==> config.mk <==
export PLATFORM = sky130hd
export DESIGN_NAME = ictf_ctrl
export DESIGN_NICKNAME = d
export VERILOG_FILES = /design/src/rtl/core/ictf_pkg.sv /design/src/rtl/core/ictf_ctrl.sv
export SDC_FILE = /design/constraint.sdc
export NUM_CORES = 1
export LEC_CHECK = 0
export BUFFER_PORTS_ARGS = -buffer_cell sky130_fd_sc_hd__clkbuf_2
export CORE_MARGIN = 4
export CORE_UTILIZATION = 45
export DETAILED_ROUTE_END_ITERATION = 10
export GPL_TIMING_DRIVEN = 0
export PLACE_DENSITY_LB_ADDON = 0.15
export SKIP_CTS_REPAIR_TIMING = 1
export SKIP_LAST_GASP = 1
export SYNTH_ARGS = -nofsm -noshare
export SYNTH_HDL_FRONTEND = slang
export SYNTH_SLANG_ARGS = --single-unit
==> constraint.sdc <==
create_clock -name aclk -period 4.2 [get_ports aclk]
set_input_delay 0.84 -clock aclk [delete_from_list [all_inputs] [get_ports aclk]]
set_output_delay 0.84 -clock aclk [all_outputs]
set_load 0.05 [all_outputs]
==> src/rtl/core/ictf_pkg.sv <==
// ----------------------------------------------------------------------------
// ictf_pkg
// Shared constants, arctangent table, datapath command and status types.
// ----------------------------------------------------------------------------
package ictf_pkg;

    localparam int ANGLE_W      = 24;
    localparam int TIME_W       = 48;
    localparam int CORDIC_STEPS = 16;
    localparam int SQRT_STEPS   = 24;
    localparam int GYRO_STEPS   = 9;
    localparam int PREP_STEPS   = 3;
    localparam int BLEND_STEPS  = 5;
    localparam int STEP_W       = 5;
    localparam int MAG_W        = 41;
    localparam int CX_W         = 44;
    localparam int CA_W         = 28;

    localparam logic [MAG_W-1:0]       MAG_CAP     = 41'h100_0000_0000;
    localparam logic signed [CA_W-1:0] PI_Q24      = 28'sd52707179;
    localparam logic [ANGLE_W-1:0]     PI_Q16      = 24'd205887;
    localparam logic [15:0]            BLEND_RESET = 16'd64225;
    localparam logic [31:0]            T2S_RESET   = 32'd4294967;

    localparam logic CFG_BLEND = 1'b0;
    localparam logic CFG_T2S   = 1'b1;

    typedef enum logic [3:0] {
        OP_NONE,
        OP_LOAD,
        OP_DT,
        OP_GYRO,
        OP_PREP,
        OP_SQRT,
        OP_CINIT,
        OP_CORD,
        OP_COUT,
        OP_FIRST,
        OP_BLEND,
        OP_OUT
    } dp_op_t;

    typedef struct packed {
        dp_op_t            op;
        logic [STEP_W-1:0] step;
        logic [1:0]        axis;
        logic              which;
    } ictf_cmd_t;

    typedef struct packed {
        logic is_accel;
        logic pose_set;
        logic out_free;
    } ictf_stat_t;

    function automatic logic signed [CA_W-1:0] atan_q24(input logic [STEP_W-1:0] i);
        logic signed [CA_W-1:0] r;
        case (i)
            5'd0:  r = 28'sd13176795;
            5'd1:  r = 28'sd7778716;
            5'd2:  r = 28'sd4110060;
            5'd3:  r = 28'sd2086331;
            5'd4:  r = 28'sd1047214;
            5'd5:  r = 28'sd524117;
            5'd6:  r = 28'sd262123;
            5'd7:  r = 28'sd131069;
            5'd8:  r = 28'sd65536;
            5'd9:  r = 28'sd32768;
            5'd10: r = 28'sd16384;
            5'd11: r = 28'sd8192;
            5'd12: r = 28'sd4096;
            5'd13: r = 28'sd2048;
            5'd14: r = 28'sd1024;
            5'd15: r = 28'sd512;
            5'd16: r = 28'sd256;
            5'd17: r = 28'sd128;
            5'd18: r = 28'sd64;
            5'd19: r = 28'sd32;
            5'd20: r = 28'sd16;
            5'd21: r = 28'sd8;
            5'd22: r = 28'sd4;
            5'd23: r = 28'sd2;
            default: r = '0;
        endcase
        return r;
    endfunction

endpackage

==> src/rtl/core/ictf_ctrl.sv <==
// ----------------------------------------------------------------------------
// ictf_ctrl
// Sequencer for the tilt filter: walks gyro, square root, cordic and blend
// steps and issues at most one datapath command per cycle, none while waiting.
// ----------------------------------------------------------------------------
module ictf_ctrl (
    input  logic                 aclk,
    input  logic                 aresetn,
    input  logic                 s_tvalid,
    output logic                 s_tready,
    input  ictf_pkg::ictf_stat_t stat,
    output ictf_pkg::ictf_cmd_t  cmd
);

    typedef enum logic [10:0] {
        ST_IDLE  = 11'b00000000001,
        ST_KIND  = 11'b00000000010,
        ST_GYRO  = 11'b00000000100,
        ST_PREP  = 11'b00000001000,
        ST_SQRT  = 11'b00000010000,
        ST_CINIT = 11'b00000100000,
        ST_CORD  = 11'b00001000000,
        ST_COUT  = 11'b00010000000,
        ST_FIRST = 11'b00100000000,
        ST_BLEND = 11'b01000000000,
        ST_DONE  = 11'b10000000000
    } state_t;

    localparam int SW = ictf_pkg::STEP_W;

    state_t        state_reg, state_next;
    logic [SW-1:0] step_reg, step_next;
    logic [1:0]    axis_reg, axis_next;
    logic          which_reg, which_next;

    assign s_tready = (state_reg == ST_IDLE);

    always_comb begin
        state_next = state_reg;
        step_next  = step_reg;
        axis_next  = axis_reg;
        which_next = which_reg;
        cmd.op     = ictf_pkg::OP_NONE;
        cmd.step   = step_reg;
        cmd.axis   = axis_reg;
        cmd.which  = which_reg;
        unique case (state_reg)
            ST_IDLE: begin
                if (s_tvalid) begin
                    cmd.op     = ictf_pkg::OP_LOAD;
                    state_next = ST_KIND;
                end
            end
            ST_KIND: begin
                step_next = '0;
                axis_next = '0;
                if (stat.is_accel) begin
                    state_next = ST_PREP;
                end else begin
                    cmd.op     = ictf_pkg::OP_DT;
                    state_next = stat.pose_set ? ST_GYRO : ST_DONE;
                end
            end
            ST_GYRO: begin
                cmd.op    = ictf_pkg::OP_GYRO;
                step_next = step_reg + 1'b1;
                if (step_reg == SW'(ictf_pkg::GYRO_STEPS - 1)) begin
                    step_next = '0;
                    axis_next = axis_reg + 1'b1;
                    if (axis_reg == 2'd2) begin
                        state_next = ST_DONE;
                    end
                end
            end
            ST_PREP: begin
                cmd.op    = ictf_pkg::OP_PREP;
                step_next = step_reg + 1'b1;
                if (step_reg == SW'(ictf_pkg::PREP_STEPS - 1)) begin
                    step_next  = '0;
                    state_next = ST_SQRT;
                end
            end
            ST_SQRT: begin
                cmd.op    = ictf_pkg::OP_SQRT;
                step_next = step_reg + 1'b1;
                if (step_reg == SW'(ictf_pkg::SQRT_STEPS - 1)) begin
                    step_next  = '0;
                    which_next = 1'b0;
                    state_next = ST_CINIT;
                end
            end
            ST_CINIT: begin
                cmd.op     = ictf_pkg::OP_CINIT;
                step_next  = '0;
                state_next = ST_CORD;
            end
            ST_CORD: begin
                cmd.op    = ictf_pkg::OP_CORD;
                step_next = step_reg + 1'b1;
                if (step_reg == SW'(ictf_pkg::CORDIC_STEPS - 1)) begin
                    state_next = ST_COUT;
                end
            end
            ST_COUT: begin
                cmd.op    = ictf_pkg::OP_COUT;
                step_next = '0;
                if (!which_reg) begin
                    which_next = 1'b1;
                    state_next = ST_CINIT;
                end else begin
                    state_next = stat.pose_set ? ST_BLEND : ST_FIRST;
                end
            end
            ST_FIRST: begin
                cmd.op     = ictf_pkg::OP_FIRST;
                state_next = ST_DONE;
            end
            ST_BLEND: begin
                cmd.op    = ictf_pkg::OP_BLEND;
                step_next = step_reg + 1'b1;
                if (step_reg == SW'(ictf_pkg::BLEND_STEPS - 1)) begin
                    step_next  = '0;
                    state_next = ST_DONE;
                end
            end
            ST_DONE: begin
                if (stat.out_free) begin
                    cmd.op     = ictf_pkg::OP_OUT;
                    state_next = ST_IDLE;
                end
            end
            default: begin
                state_next = ST_IDLE;
            end
        endcase
    end

    always_ff @(posedge aclk) begin
        if (!aresetn) begin
            state_reg <= ST_IDLE;
            step_reg  <= '0;
            axis_reg  <= '0;
            which_reg <= 1'b0;
        end else begin
            state_reg <= state_next;
            step_reg  <= step_next;
            axis_reg  <= axis_next;
            which_reg <= which_next;
        end
    end

    a_accept_kind: assert property (@(posedge aclk) disable iff (!aresetn)
        (s_tvalid && s_tready) |=> (state_reg == ST_KIND))
        else $error("accepted item did not start decoding");

    a_done_out: assert property (@(posedge aclk) disable iff (!aresetn)
        (state_reg == ST_DONE && stat.out_free) |=> (state_reg == ST_IDLE))
        else $error("finished item not handed to output register");

    a_axis_range: assert property (@(posedge aclk) disable iff (!aresetn)
        (state_reg == ST_GYRO) |-> (axis_reg != 2'd3))
        else $error("gyro axis counter out of range");

    a_cord_steps: assert property (@(posedge aclk) disable iff (!aresetn)
        (state_reg == ST_CORD) |-> (step_reg < SW'(ictf_pkg::CORDIC_STEPS)))
        else $error("cordic step counter out of range");

endmodule

==> flow_metrics.tcl <==
set metrics [dict create \
    dieArea_um2 4420 \
    p_clk_share_pct 20.6 \
    start_util_pct 48.8 \
    syn_nets 203 \
    cap_viol_max_count 0 \
    hold_class "flop to flop" \
    ys_warn_count 0 \
    port-buffer-count 18 \
    min_period_over_period_pct 80.2 \
    syn_inst 192 \
    p_per_area_nw_per_um2 271 \
    drive_above_1_share_pct 21.5 \
    min-delay-start "which_reg" \
    n_fill_cell 327 \
    seq_power_share_pct 42.7 \
    cp-start-kind "flop" \
    ant_nets 0 \
    cts_tree "done" \
    vias 1519 \
    grt_antenna_before_repair 0 \
    grt.overflow.total 0 \
    core_um2 3150 \
    largest_reg_flops 11 \
    synth_flop_cell "dfxtp_1" \
    routabilityCongestion 0.884 \
    dp_hpwl_um 3230 \
    cp.arrival_ns 2.53 \
    synth-seq-cells 19 \
    synth_edf_count 0 \
    synth_top_family_by_area "simple AND/OR/NAND/NOR gates" \
    numCtsBuffers 3 \
    detail_route.wl_per_cell_um 16.0 \
    holdPathStages 2 \
    critPathKind "flop to primary output" \
    cp_max_fo 9 \
    path_clk_slew_ns 0.12 \
    clockBufferDepth 2 \
    cp.required_ns 3.36 \
    grt_start_max_net_pins 12 \
    cts_root_buf "clkbuf_4" \
    max_clock_freq_mhz 297 \
    synthMuxAreaShare_pct 1.46 \
    swShare_pct 39.1 \
    grt_pass1_vias 1420 \
    relSlewSlack_pct 56.2 \
    p_sw_uw 181 \
    final.min_clock_period_ns 3.37 \
    synthXorXnorAreaFrac_pct 4.56 \
    r2r-end "step_reg[0]" \
    instances_no_fill 258 \
    die_w_um 66.5 \
    syn_area_um2 1540 \
    p_leak_nw 0.700 \
    io_pins 19 \
    combPwrFrac_pct 36.7 \
    synth-simple-area-share_pct 40.1 \
    fin_skew_ns 0.0173 \
    post_synth_fa_ha_maj_area_fraction_pct 4.07 \
    holdPathEnd "state_reg[8]" \
    crit_path_end_kind "primary output" \
    drt_iter0_markers 125 \
    async_flop_share_pct 0 \
    final_nets 226 \
    avgViaCountPerCell 5.89 \
    grt.total_usage_pct 19.9 \
    drt_first_pass_iters 4 \
    rsz0062_at_grt "no" \
    place_inst 254 \
    yosysSeqAreaShare_pct 24.7 \
    rr_startpoint "state_reg[8]" \
    fin_tns_setup_ns 0 \
    rows 20 \
    synth_cell_type_count 57 \
    htree_levels 1 \
    clkLatencyLatePin_ns 0.31 \
    n_antenna_cell 0 \
    rrSetupSlack_ns 1.90 \
    tightest_slew_ns 0.651 \
    avgSynthCellArea_um2 8.01 \
    slew_viol_final 0 \
    synth_compound_gate_area_share_pct 18.9 \
    internal_power_uw 282 \
    grt_pass1_wl_um 6810 \
    setup_violations 0 \
    drt-total-wl_um 4140 \
    max-vdd-ir-drop_mv 0.155 \
    cts.sinks 19 \
    finalHoldViolCount 0 \
    status "completed" \
    die_height_um 66.5 \
    area_growth_pct 11.2 \
    r2r_cells 7 \
    drc 0 \
]
## layout by cell type, fill, tap and decap left out, drive strengths merged, types with 3 or more instances in the layout
cell      n
a21boi    4
a21oi     4
and2      3
and3      5
buf       7
clkbuf   27
dfxtp    19
ha        5
inv       8
nand2    13
nand3    11
nand4     4
nor2     18
nor2b     4
nor3     10
nor3b     4
nor4      3
nor4b     5
o2111ai   4
o21ai    16
or4       5
xor2      6
## stage by stage
step / hold WS (ns) / utilization (%) / area (um2) / power, mW / setup WS, ns
4_1_cts: 0.515 / 54.2 / 1710 / 0.463 / 0.862
3_3_place_gp: 0.487 / 53.4 / 1680 / 0.367 / 1.25
3_5_place_dp: 0.515 / 53.4 / 1680 / 0.371 / 1.22
5_1_grt: 0.548 / 54.2 / 1710 / 0.490 / 0.655
6_report: 0.507 / 54.2 / 1710 / 0.463 / 0.831
2_1_floorplan: 0.450 / - / 1540 / 0.331 / 1.06
## Yosys cell counts, drive strengths merged (2+ instances only)
cell type	count	share of area, %
and4bb	2	1.6
o31a	2	1.1
and2	3	1.2
nor3	10	3.3
a21oi	4	1.3
o311ai	2	2.3
mux2	2	1.5
o21a	2	0.98
buf	7	2.8
or4	5	3.3
clkbuf	6	1.5
xor2	6	3.4
ha	5	4.1
inv	8	2.0
nand3	11	3.9
nor2	18	4.4
and3	5	2.0
nand4b	2	1.1
xnor2	2	1.1
or3	2	0.81
nor3b	4	3.3
nor4	3	2.6
o2111ai	4	2.3
o21ai	16	5.2
nand4	4	1.6
nor2b	4	1.6
dfxtp	19	25
a21boi	4	2.0
nand2	13	3.3
nor4b	5	3.3
## worst max path at each step
stage | from | end
5_1_grt | state_reg[3] | cmd[10]
4_1_cts | state_reg[3] | cmd[10]
2_1_floorplan | state_reg[7] | cmd[9]
6_report | state_reg[3] | cmd[10]
3_3_place_gp | state_reg[3] | cmd[10]
3_5_place_dp | state_reg[3] | cmd[10]
## worst max-delay path: stages, from the launching register on
cell and delay, ns:
dfxtp_1 0.33, buf_2 0.23, or4b_1 0.45, clkbuf_1 0.19, or2_1 0.25, a21oi_1 0.15
a21oi_1 0.05, o21ai_0 0.15, and2_1 0.14, clkbuf_2 0.27
## metal layers
layer	share of wire (%)	global-route usage, %	routed length (um)
met1	45	26.0	1860
met2	49	33.8	2020
met3	4.5	2.02	187
met4	1.7	6.85	72
met5	0	0	0
## final cells by class
class | instances | area [um2] | share of cell area, %
multi-input cells | 152 | 1060 | 62.1
flip-flops and latches | 19 | 380 | 22.2
repair buffers | 18 | 90.1 | 5.27
plain buffers | 13 | 65.1 | 3.80
well taps | 44 | 55.1 | 3.22
inverters | 8 | 30.0 | 1.76
clock buffers | 3 | 22.5 | 1.32
clock inverters | 1 | 5.00 | 0.293
## power groups by stage
stage | Clock [mW] | Combinational, mW | Sequential (mW)
6_report | 0.0954 | 0.170 | 0.198
5_1_grt | 0.104 | 0.187 | 0.199
4_1_cts | 0.0964 | 0.170 | 0.197
3_5_place_dp | 0 | 0.169 | 0.202
3_3_place_gp | 0 | 0.165 | 0.201
2_1_floorplan | 0 | 0.127 | 0.204
## cells by family (layout without fill, tap and decap cells)
| logic type | Yosys count | count (layout) |
|---|---|---|
| XOR/XNOR | 8 | 8 |
| multiplexers | 2 | 2 |
| AND/OR/NAND/NOR | 96 | 96 |
| flip-flops | 19 | 19 |
| buffers and inverters | 21 | 43 |
| adder cells (fa/ha/maj) | 5 | 5 |
| AO/OA/AOI/OAI | 41 | 41 |
Note: power is estimated with default switching activity, not from simulation.
